File: config.mk
export PLATFORM = sky130hd
export DESIGN_NAME = tire_pressure_frame_tracker
export DESIGN_NICKNAME = d
export VERILOG_FILES = /design/src/hw/rtl/tpft_pkg.sv /design/src/hw/rtl/tpft_update.sv /design/src/hw/rtl/tire_pressure_frame_tracker.sv
export SDC_FILE = /design/constraint.sdc
export NUM_CORES = 1
export LEC_CHECK = 0
export BUFFER_PORTS_ARGS = -buffer_cell sky130_fd_sc_hd__buf_2
export CAP_MARGIN = 20
export CORE_MARGIN = 5
export CORE_UTILIZATION = 40
export CTS_CLUSTER_SIZE = 30
export DETAILED_ROUTE_END_ITERATION = 10
export SETUP_SLACK_MARGIN = 0.02
export SLEW_MARGIN = 5
export SYNTH_ARGS = -nofsm -noshare
export SYNTH_HDL_FRONTEND = slang
export SYNTH_SLANG_ARGS = --single-unit
export TNS_END_PERCENT = 100
File: constraint.sdc
create_clock -name clk_i -period 6.15 [get_ports clk_i]
set_input_delay 0 -clock clk_i [delete_from_list [all_inputs] [get_ports clk_i]]
set_output_delay 0 -clock clk_i [all_outputs]
set_load 0.1 [all_outputs]
File: src/hw/rtl/tpft_pkg.sv
// ----------------------------------------------------------------------------
// tpft_pkg
// Shared types and constants for the tire pressure frame tracker.
// ----------------------------------------------------------------------------
package tpft_pkg;

  // Number of tracked wheel positions (2..8). Only positions 0..3 are reported.
  localparam int unsigned POSITIONS = 4;
  localparam int unsigned PosW      = (POSITIONS > 1) ? $clog2(POSITIONS) : 1;
  localparam int unsigned SensW     = 2;
  localparam int unsigned NumSens   = 4;
  localparam int unsigned OutPos    = 4;

  localparam logic [10:0] PressureFrameId  = 11'h385;
  localparam logic [3:0]  PressureFrameLen = 4'd8;
  localparam logic [2:0]  ValidFlagTopBit  = 3'd7;

  localparam int unsigned InDataW  = 64;
  localparam int unsigned OutDataW = 40;

  typedef enum logic [1:0] {
    CMD_FRAME   = 2'd0,
    CMD_REQUEST = 2'd1,
    CMD_SWAP    = 2'd2,
    CMD_TICK    = 2'd3
  } cmd_e;

  typedef enum logic [1:0] {
    CAUSE_CHANGED  = 2'd0,
    CAUSE_REQUEST  = 2'd1,
    CAUSE_SWAP     = 2'd2,
    CAUSE_PERIODIC = 2'd3
  } cause_e;

  typedef struct packed {
    cmd_e                       command;
    logic [10:0]                can_id;
    logic [3:0]                 frame_length;
    logic [7:0]                 valid_flags;
    logic [NumSens-1:0][7:0]    sensor_byte;
    logic [3:0]                 swap_first;
    logic [3:0]                 swap_second;
  } item_t;

  typedef struct packed {
    logic [POSITIONS-1:0][7:0]       press;
    logic [POSITIONS-1:0][SensW-1:0] sensor_map;
    logic [15:0]                     ticks;
  } state_t;

  typedef struct packed {
    logic                     valid;
    cause_e                   cause;
    logic [OutPos-1:0][7:0]   pressure;
    logic [7:0]               position_map;
  } report_t;

endpackage

File: src/hw/rtl/tpft_update.sv
// ----------------------------------------------------------------------------
// tpft_update
// Evaluates one item against the tracker state: next state and report.
// ----------------------------------------------------------------------------
module tpft_update (
  input  tpft_pkg::state_t  st_i,
  input  tpft_pkg::item_t   item_i,
  input  logic [15:0]       period_i,
  output tpft_pkg::state_t  st_o,
  output tpft_pkg::report_t rep_o
);
  import tpft_pkg::*;

  state_t           st_w;
  logic             fire_w;
  cause_e           cause_w;
  logic             changed_w;
  logic [15:0]      ticks_inc_w;
  logic [PosW-1:0]  pa_w;
  logic [PosW-1:0]  pb_w;
  logic             swap_ok_w;

  assign pa_w = item_i.swap_first[PosW-1:0];
  assign pb_w = item_i.swap_second[PosW-1:0];
  assign swap_ok_w = ({28'd0, item_i.swap_first}  < 32'(POSITIONS)) &&
                     ({28'd0, item_i.swap_second} < 32'(POSITIONS)) &&
                     (item_i.swap_first != item_i.swap_second);
  assign ticks_inc_w = (st_i.ticks == 16'hFFFF) ? st_i.ticks : st_i.ticks + 16'd1;

  always_comb begin
    logic [SensW-1:0] s;
    logic [7:0]       v;
    s         = '0;
    v         = 8'd0;
    st_w      = st_i;
    fire_w    = 1'b0;
    cause_w   = CAUSE_CHANGED;
    changed_w = 1'b0;
    unique case (item_i.command)
      CMD_FRAME: begin
        if (item_i.can_id == PressureFrameId && item_i.frame_length == PressureFrameLen) begin
          for (int p = 0; p < POSITIONS; p++) begin
            s = st_i.sensor_map[p];
            v = item_i.valid_flags[ValidFlagTopBit - 3'(s)] ? item_i.sensor_byte[s] : 8'd0;
            if (st_i.press[p] != v) changed_w = 1'b1;
            st_w.press[p] = v;
          end
          fire_w  = changed_w;
          cause_w = CAUSE_CHANGED;
        end
      end
      CMD_REQUEST: begin
        fire_w  = 1'b1;
        cause_w = CAUSE_REQUEST;
      end
      CMD_SWAP: begin
        if (swap_ok_w) begin
          st_w.sensor_map[pa_w] = st_i.sensor_map[pb_w];
          st_w.sensor_map[pb_w] = st_i.sensor_map[pa_w];
          st_w.press[pa_w]      = st_i.press[pb_w];
          st_w.press[pb_w]      = st_i.press[pa_w];
          fire_w  = 1'b1;
          cause_w = CAUSE_SWAP;
        end
      end
      CMD_TICK: begin
        st_w.ticks = ticks_inc_w;
        if (period_i != 16'd0 && ticks_inc_w >= period_i) begin
          fire_w  = 1'b1;
          cause_w = CAUSE_PERIODIC;
        end
      end
      default: ;
    endcase
    if (fire_w) st_w.ticks = 16'd0;
  end

  assign st_o = st_w;

  always_comb begin
    rep_o.valid        = fire_w;
    rep_o.cause        = cause_w;
    rep_o.position_map = 8'd0;
    rep_o.pressure     = '0;
    for (int p = 0; p < OutPos; p++) begin
      if (p < POSITIONS) begin
        rep_o.pressure[p]             = st_w.press[p];
        rep_o.position_map[2*p +: 2]  = st_w.sensor_map[p];
      end
    end
  end

endmodule

File: src/hw/rtl/tire_pressure_frame_tracker.sv
// ----------------------------------------------------------------------------
// tire_pressure_frame_tracker
// Tracks four tire pressures from CAN frames, swap commands and time ticks.
// ----------------------------------------------------------------------------
//
// Channel   Direction  Word contents
// s_axis    in         tuser: command; tdata: frame, sensor bytes, swap positions
// m_axis    out        tuser: report cause; tdata: four pressures, position map
// cfg       in         report_period (16 bit), always ready
//
// An accepted word is captured in an input register, evaluated combinationally
// by the update logic and, if it causes a report, written to the result
// register. A new word is accepted every cycle; the only limit is the
// result register, which holds a report until the sink takes it.
// Reset clears the stored pressures and the tick counter, sets the position
// map to identity and clears report_period.
// Stalls on m_axis hold the update stage and, one word later, s_axis.
// ----------------------------------------------------------------------------
module tire_pressure_frame_tracker (
  input  logic                          clk_i,
  input  logic                          rst_ni,
  input  logic                          s_axis_tvalid,
  output logic                          s_axis_tready,
  // Fields from bit 0 up: can_id[10:0], frame_length[14:11], valid_flags[22:15],
  // sensor_byte_0..3[54:23], swap_first[58:55], swap_second[62:59], zero[63].
  input  logic [tpft_pkg::InDataW-1:0]  s_axis_tdata,
  // Fields: command[1:0].
  input  logic [1:0]                    s_axis_tuser,
  output logic                          m_axis_tvalid,
  input  logic                          m_axis_tready,
  // Fields from bit 0 up: pressure_0..3[31:0], position_map[39:32].
  output logic [tpft_pkg::OutDataW-1:0] m_axis_tdata,
  // Fields: report_cause[1:0].
  output logic [1:0]                    m_axis_tuser,
  input  logic                          cfg_valid,
  output logic                          cfg_ready,
  input  logic [15:0]                   cfg_data
);
  import tpft_pkg::*;

  // Input register.
  logic    in_valid_q;
  item_t   in_item_q, in_item_d;

  // Tracker state and configuration.
  state_t  st_q, st_d;
  logic [15:0] period_q;

  // Result register.
  logic    out_valid_q;
  report_t out_rep_q, rep_w;

  logic    advance_w;

  // The update stage moves whenever the result register is free or emptying.
  assign advance_w     = !out_valid_q || m_axis_tready;
  assign s_axis_tready = !in_valid_q || advance_w;
  assign cfg_ready     = 1'b1;

  // Unpack the incoming word into its fields.
  always_comb begin
    in_item_d.command        = cmd_e'(s_axis_tuser);
    in_item_d.can_id         = s_axis_tdata[10:0];
    in_item_d.frame_length   = s_axis_tdata[14:11];
    in_item_d.valid_flags    = s_axis_tdata[22:15];
    for (int i = 0; i < NumSens; i++) begin
      in_item_d.sensor_byte[i] = s_axis_tdata[23 + 8*i +: 8];
    end
    in_item_d.swap_first     = s_axis_tdata[58:55];
    in_item_d.swap_second    = s_axis_tdata[62:59];
  end

  tpft_update u_update (
    .st_i     (st_q),
    .item_i   (in_item_q),
    .period_i (period_q),
    .st_o     (st_d),
    .rep_o    (rep_w)
  );

  always_ff @(posedge clk_i or negedge rst_ni) begin
    if (!rst_ni) begin
      in_valid_q  <= 1'b0;
      out_valid_q <= 1'b0;
      period_q    <= 16'd0;
      st_q.press  <= '0;
      st_q.ticks  <= 16'd0;
      for (int p = 0; p < POSITIONS; p++) begin
        st_q.sensor_map[p] <= SensW'(p % NumSens);
      end
    end else begin
      if (cfg_valid) period_q <= cfg_data;
      if (s_axis_tready) in_valid_q <= s_axis_tvalid;
      if (advance_w) begin
        out_valid_q <= in_valid_q && rep_w.valid;
        if (in_valid_q) st_q <= st_d;
      end
    end
  end

  // Payload registers need no reset.
  always_ff @(posedge clk_i) begin
    if (s_axis_tready && s_axis_tvalid) in_item_q <= in_item_d;
    if (advance_w && in_valid_q && rep_w.valid) out_rep_q <= rep_w;
  end

  assign m_axis_tvalid = out_valid_q;
  assign m_axis_tuser  = out_rep_q.cause;
  always_comb begin
    m_axis_tdata[39:32] = out_rep_q.position_map;
    for (int p = 0; p < OutPos; p++) begin
      m_axis_tdata[8*p +: 8] = out_rep_q.pressure[p];
    end
  end

`ifndef NO_ASSERTIONS
  // Every report restarts the tick count.
  a_report_clears_ticks: assert property (@(posedge clk_i) disable iff (!rst_ni)
    advance_w && in_valid_q && rep_w.valid |=> st_q.ticks == 16'd0)
    else $error("tick count not cleared by a report");

  // State only moves when an item is evaluated.
  a_state_holds: assert property (@(posedge clk_i) disable iff (!rst_ni)
    !(advance_w && in_valid_q) |=> $stable(st_q))
    else $error("tracker state changed without an item");

  // A periodic report needs a non-zero period.
  a_periodic_needs_period: assert property (@(posedge clk_i) disable iff (!rst_ni)
    out_valid_q && out_rep_q.cause == CAUSE_PERIODIC |-> period_q != 16'd0)
    else $error("periodic report with period zero");
`endif

endmodule

==> flow_metrics.env, run 1 <==
export IMPL_cts_inserted_buffers=17
export IMPL_firstDrtPassIters=6
export IMPL_syn_avg_cell_area_um2=10.8
export IMPL_outcome="complete, no violations"
export IMPL_cts_htree_levels=4
export IMPL_io_pins=132
export IMPL_drive_above_1_share_pct=22.8
export IMPL_drv_slew=0
export IMPL_area_delta_synth_final_pct=22.2
export IMPL_grt_ovfl_total=0
export IMPL_yosys_warnings=0
export IMPL_syn_inst=967
export IMPL_die_area_mm2=0.0295
export IMPL_grt_usage_pct=20.8
export IMPL_die_x_um=172
export IMPL_antenna_found_initial=0
export IMPL_async_flop_share_pct=41.8
export IMPL_grt_start_max_net_pins=75
export IMPL_crit_fanout=26
export IMPL_drt_vias_per_instance=5.77
export IMPL_maxCapViolCount=0
export IMPL_worstSetupEndpointType="flop"
export IMPL_internal_power_w=0.00221
export IMPL_fin_crit_sh_pct=83.5
export IMPL_p_leak_nw=5.06
export IMPL_finalPower_w=0.00325
export IMPL_synth_top_cells_by_area="edfxtp_1 (30%), dfrtp_1 (17%), mux4_2 (9.3%)"
export IMPL_gp_congestion=1.01
export IMPL_initial_utilization_pct=40.4
export IMPL_tns_ns=0
export IMPL_clkPwrFrac_pct=33.5
export IMPL_yosysUniqueCellTypes=63
export IMPL_nNetsFinal=1253
export IMPL_synth_edf_count=103
export IMPL_cts_root_buf="clkbuf_16"
export IMPL_clk_latency_ns=0.44
export IMPL_finalHoldViolCount=0
export IMPL_cts_tree="done"
export IMPL_comb_power_share_pct=21.5
export IMPL_ir_drop_mv=0.179
export IMPL_vias=8633
export IMPL_clock_sinks=177
export IMPL_final_seq_area_mm2=0.00495
export IMPL_port_buffers=125
export IMPL_yosysTopAreaCell="edfxtp_1"
export IMPL_final_cell_mix="buf_2 (125), edfxtp_1 (103), nand2_1 (102), o21ai_0 (82), dlygate4sd3_1 (81)"
export IMPL_layout_min_cycle_time_ns=5.13
export IMPL_slew_headroom_pct=15.1
export IMPL_clk_pin_slew_ns=0.08
export IMPL_power_density_mw_per_mm2=254
export IMPL_core_area_mm2=0.0259
export IMPL_cts_resized=0
export IMPL_syn_nets=1071
export IMPL_setup_viol=0
export IMPL_synth_flop_cell="edfxtp_1"
export IMPL_drtAntennaViolNets=0
export IMPL_fp_row_count=59
export IMPL_nFillCells=2307
export IMPL_worstPathRequired_ns=6.25
export IMPL_switchingPower_w=0.00104
export IMPL_num_antenna_cells=0
export IMPL_wl_mm=30.6
export IMPL_layout_commonest_cell="buf_2"
export IMPL_grt_pass1_vias=8290
export IMPL_cts_buffer_depth=2
export IMPL_seq_area_frac_synth_pct=47.3
export IMPL_die_h_um=172
export IMPL_criticalPathCategory="flop to flop"
export IMPL_dr_first_iter_drc_count=951
export IMPL_seq_power_share_pct=45.0
export IMPL_grt_pass1_wl_mm=47.2
export IMPL_netlist_area_mm2=0.0105
export IMPL_arrival_ns=5.23
export IMPL_wl_per_cell_um=20.4
export IMPL_max_slew_worst_pin_slew_ns=1.27
export IMPL_hpwlAfterDp_mm=21.4
export IMPL_rsz0062_at_grt="false"
export IMPL_skew_ns=0.0165
export IMPL_synth_top_area_share_pct=29.6
export IMPL_multi_input_area_mm2=0.00514
export IMPL_switching_share_pct=32.0
export IMPL_hold_path_class="primary input to flop"
export IMPL_drc_errors=0
export IMPL_ys_ff_latch=177
export IMPL_start_kind="flop"
export IMPL_max_freq_mhz=195
[synthesized netlist by cell type (3+ instances only)]
master,n
or3_1,3
dfstp_2,4
ha_1,17
nor3_1,8
a31oi_1,5
a21o_1,12
a32oi_1,4
mux2_2,44
a21oi_1,78
mux4_2,43
a211oi_1,3
edfxtp_1,103
nand2_1,102
nor2_1,60
nor3b_1,3
o2bb2ai_1,3
buf_2,10
nor2b_1,11
clkbuf_1,36
dfrtp_1,70
mux4_1,4
xnor2_1,24
and2_1,6
inv_1,42
nand3_1,11
o21ai_0,82
or2_2,3
and3_1,4
nor4_1,10
nand3b_1,4
buf_1,5
xor2_1,10
o22ai_1,50
a22oi_1,12
nand4_1,9
nand2b_1,14
o211ai_1,5
mux2i_1,20
[cell families after synthesis]
group / count (synthesis) / share of synthesized area (%)
compound gates: 273 / 15.4
simple gates: 258 / 11.7
flops: 177 / 47.3
mux: 111 / 16.9
buf+inv: 96 / 3.74
xor+xnor: 34 / 2.85
fa+ha+maj: 17 / 2.03
other cells: 1 / 0.0358
[state kept, by name, indices dropped and copies added (netlist names)]
register       count
st_q              56
m_axis_tuser       2
period_q          16
in_item_q         61
in_valid_q         1
m_axis_tdata      40
m_axis_tvalid      1
[final cells by class]
cell class,instances,area share (%)
multi-input cells,694,40.2
flip-flops and latches,177,38.7
well taps,335,3.28
clock buffers,19,3.39
inverters,42,1.23
repair buffers,217,12.0
clock inverters,13,1.10
[power groups by stage]
| stage | Combinational (W) | Clock [W] | Sequential, W |
|---|---|---|---|
| after floorplan | 0.000382 | 0 | 0.00156 |
| after global placement | 0.000644 | 0 | 0.00148 |
| after detailed placement | 0.000652 | 0 | 0.00148 |
| after CTS | 0.000693 | 0.00111 | 0.00146 |
| after global routing | 0.000758 | 0.00115 | 0.00147 |
| final | 0.000699 | 0.00109 | 0.00146 |
[repair_timing]
item | 4_1_cts | 5_1_grt
endpoints found under the setup margin | 0 | 0
hold buffers | 81 | 0
hold endpoints to repair | 149 | 0
setup buffers | 0 | 0
[critical path: stages (launching register included)]
cell and delay [ns]:
dfrtp_1 0.43, ha_1 0.26, nand3_1 0.16, nor4_1 0.48, nand4_1 0.49, nor2b_1 0.34
nand3_1 0.11, xnor2_1 0.14, inv_1 0.08, ha_1 0.29, a21o_1 0.12, a21o_1 0.11
a21oi_1 0.05, o21ai_0 0.16, a21oi_1 0.14, or2_2 0.39, a41oi_4 0.54, buf_4 0.46
[per-layer routing]
| layer | GRT usage (%) | wire (um) |
|---|---|---|
| met3 | 3.38 | 2510 |
| met5 | 0 | 0 |
| met4 | 7.41 | 760 |
| met2 | 33.0 | 14100 |
| met1 | 29.1 | 13200 |
[metrics by stage]
step                      instance area, um2  utilization [%]  hold WS [ns]  instances  setup WS (ns)
final                                  12800             49.3       0.00481       1497           1.02
after global routing                   12800             49.3        0.0556       1497          0.448
after CTS                              12700             49.2       0.00381       1494          0.962
after detailed placement               11400             43.8         0.178       1381          0.987
after global placement                 11300             43.8         0.176       1380           1.07
after floorplan                        10500                -        -0.296        967          0.397
[final timing paths]
check                      startpoint               end  slack (ns)  cells after the start
min in group asynchronous      rst_ni      period_q[12]        0.08                      2
hold reg to reg              st_q[12]          st_q[12]        0.55                      2
setup / recovery              st_q[0]  m_axis_tdata[28]        1.02                     17
hold / removal              cfg_valid      period_q[12]       0.005                      3
max in group asynchronous      rst_ni          st_q[50]        5.46                      3
setup reg to reg              st_q[0]  m_axis_tdata[28]        1.02                     17
No activity file was read; power rests on OpenSTA's default activity.
==> inputs of run 2 (changes only) <==
--- a/config.mk
+++ b/config.mk
@@ -5,6 +5,7 @@
 export SDC_FILE = /design/constraint.sdc
 export NUM_CORES = 1
 export LEC_CHECK = 0
+export ABC_AREA = 1
 export BUFFER_PORTS_ARGS = -buffer_cell sky130_fd_sc_hd__buf_2
 export CAP_MARGIN = 20
 export CORE_MARGIN = 5
==> constraint.sdc (replaced) <==
create_clock -name clk_i -period 4.2 [get_ports clk_i]
set_input_delay 0 -clock clk_i [delete_from_list [all_inputs] [get_ports clk_i]]
set_output_delay 0 -clock clk_i [all_outputs]
set_load 0.1 [all_outputs]
==> run 2 against run 1 <==
Compared with the run above:
- power grew 110%
- area after synthesis rose by 3.4%
- utilization rose by 0.41 points
- wire length rose by 19%
==> flow_metrics.env, run 2 <==
export IMPL_cts_buffer_depth=2
export IMPL_tns_ns=0
export IMPL_final_cell_mix="nand2_1 (463), inv_1 (140), o21ai_0 (131), nand3_1 (127), buf_2 (124)"
export IMPL_layout_min_cycle_time_ns=3.80
export IMPL_die_x_um=174
export IMPL_wl_mm=36.3
export IMPL_yosysTopAreaCell="edfxtp_1"
export IMPL_drive_above_1_share_pct=12.8
export IMPL_antenna_found_initial=0
export IMPL_grt_start_max_net_pins=81
export IMPL_setup_viol=0
export IMPL_slew_headroom_pct=35.1
export IMPL_crit_fanout=18
export IMPL_finalHoldViolCount=0
export IMPL_crit_path_top_delay_cell="dfrtp_1"
export IMPL_netlist_area_mm2=0.0108
export IMPL_multi_input_area_mm2=0.00498
export IMPL_synth_most_common_cell="nand2_1"
export IMPL_synth_flop_cell="edfxtp_1"
export IMPL_placedCellCount=1856
export IMPL_maxCapViolCount=0
export IMPL_worstPathRequired_ns=4.39
export IMPL_wl_per_cell_um=18.3
export IMPL_crit_top_cell="nand2_1"
export IMPL_synth_edf_count=103
export IMPL_fin_crit_sh_pct=90.5
export IMPL_instances_no_fill=1983
export IMPL_fin_ws_ns=0.399
export IMPL_hold_path_class="primary input to flop"
export IMPL_drc_errors=0
export IMPL_rsz0062_at_grt="false"
export IMPL_cts_htree_levels=4
export IMPL_finalPower_w=0.00671
export IMPL_core_area_mm2=0.0268
export IMPL_drv_slew=0
export IMPL_synth_top_cells_by_area="edfxtp_1 (29%), dfrtp_1 (16%), nand2_1 (16%)"
export IMPL_async_flop_share_pct=41.8
export IMPL_syn_avg_cell_area_um2=7.52
export IMPL_num_antenna_cells=0
export IMPL_clk_pin_slew_ns=0.09
export IMPL_cts_tree="done"
export IMPL_p_leak_nw=5.96
export IMPL_die_h_um=174
export IMPL_outcome="complete, no violations"
export IMPL_syn_nets=1542
export IMPL_area_delta_synth_final_pct=23.2
export IMPL_initial_utilization_pct=40.4
export IMPL_largest_reg_flops=61
export IMPL_grt_ovfl_total=0
export IMPL_synth_top_area_share_pct=28.6
export IMPL_yosysUniqueCellTypes=34
export IMPL_port_buffers=125
export IMPL_synth_commonest_cells="nand2_1 (463), inv_1 (142), o21ai_0 (131), nand3_1 (127), edfxtp_1 (103)"
export IMPL_top_register="in_item_q"
export IMPL_ir_drop_mv=0.234
export IMPL_clk_latency_ns=0.45
export IMPL_layout_commonest_cell="nand2_1"
export IMPL_drt_vias_per_instance=5.50
export IMPL_ys_ff_latch=177
export IMPL_die_area_mm2=0.0304
export IMPL_max_freq_mhz=263
export IMPL_grt_usage_pct=23.3
export IMPL_pre_cts_ws_ns=0.211
export IMPL_seq_area_frac_synth_pct=45.8
export IMPL_fp_row_count=60
export IMPL_grt_pass1_vias=10100
export IMPL_clock_sinks=177
export IMPL_criticalPathCategory="flop to flop"
export IMPL_nNetsFinal=1733
export IMPL_yosys_warnings=0
export IMPL_power_density_mw_per_mm2=503
export IMPL_gp_congestion=0.945
export IMPL_cts_inserted_buffers=17
export IMPL_hpwlAfterDp_mm=24.6
export IMPL_dr_first_iter_drc_count=1417
export IMPL_firstDrtPassIters=8
export IMPL_nFillCells=2563
export IMPL_cts_root_buf="clkbuf_16"
export IMPL_worstSetupEndpointType="flop"
export IMPL_arrival_ns=3.99
export IMPL_skew_ns=0.0194
export IMPL_drtAntennaViolNets=0
export IMPL_grt_pass1_wl_mm=56.6
export IMPL_final_seq_area_mm2=0.00495
export IMPL_path_cells="ha_1 > inv_1 > nor3_4 > nand3_1 > nor2_1 > inv_1 > nor2_2 > nand2_1 > nor2_4 > inv_1 > nand2_1 > xor2_2 > ha_1 > a21oi_1 > o21ai_0 > a21oi_1 > nand3_1 > nand2_1 > nand2_1 > nor2_1 > nand2_2 > nand2_4 > clkinvlp_4 > clkbuf_16"
export IMPL_max_slew_worst_pin_slew_ns=0.970
export IMPL_syn_inst=1438
export IMPL_vias=10900
export IMPL_start_kind="flop"
export IMPL_max_stage_delay_ns=0.43
export IMPL_io_pins=132
## run 2: final cells by class
cell class / instances / share of cell area [%]
clock buffer: 17 / 3.19
clock inverter: 15 / 1.37
inverter: 147 / 4.17
multi-input combinational: 1039 / 37.4
sequential: 177 / 37.1
tap: 341 / 3.20
timing repair buffer: 247 / 13.6
## run 2: path summary, 6_finish.rpt
path	start	to	slack, ns	cells after the start
min in group asynchronous	rst_ni	st_q[20]	0.07	2
max reg2reg	st_q[0]	m_axis_tdata[13]	0.40	24
min reg2reg	st_q[3]	st_q[3]	0.52	2
min	cfg_valid	period_q[15]	0.01	3
max in group asynchronous	rst_ni	st_q[0]	3.13	3
max	st_q[0]	m_axis_tdata[13]	0.40	24
## run 2: metrics by stage
stage	utilization, %	instance area, um2	hold WS (ns)
detailed placement	43.8	11700	0.0136
global route	49.7	13300	0.0307
finish	49.7	13300	0.0121
floorplan	-	10800	-0.296
CTS	49.5	13300	0.00466
global placement	43.8	11700	0.00300
## run 2: cell families (layout without fill, tap and decap cells)
group	after synthesis	count (layout)	share of synthesized area [%]
xor gates and xnor gates	8	8	0.648
other	1	1	0.0347
AOI/OAI and AO/OA	324	324	16.9
muxes	1	1	0.104
buffers and inverters	222	426	8.47
DFF	177	177	45.8
and+or+nand+nor	688	688	26.1
adders and majority gates	17	17	1.97
## run 2: per-layer routing
metal | global-route usage (%) | vias to the layer above | wire length, um
met5 | 0 | - | 0
met4 | 6.96 | 0 | 876
met3 | 3.74 | 69 | 2940
met2 | 38.2 | 506 | 16900
met1 | 31.9 | 5103 | 15600
li1 | - | 5220 | -
## run 2: worst max-delay path, delay by kind of cell (launching register included)
family	cells	cell delay, ns
flip-flops	1	0.43
buffers and inverters	5	0.63
AND/OR/NAND/NOR	13	1.51
adder cells (fa/ha/maj)	2	0.45
XOR/XNOR	1	0.20
AO/OA/AOI/OAI	3	0.35
## run 2: where the power goes
group	internal, W	switching [W]	leakage [nW]
Clock	0.000831	0.000818	0.301
Sequential	0.00211	0.000192	1.94
Combinational	0.000758	0.00200	3.72
Total	0.00370	0.00301	5.96
## run 2: timing repair
item                                    CTS  global route
gates resized for setup                   0             5
endpoints found under the hold margin   111             0
endpoints found under the setup margin    0            59
setup buffers                             0             0
hold buffers                             94             0
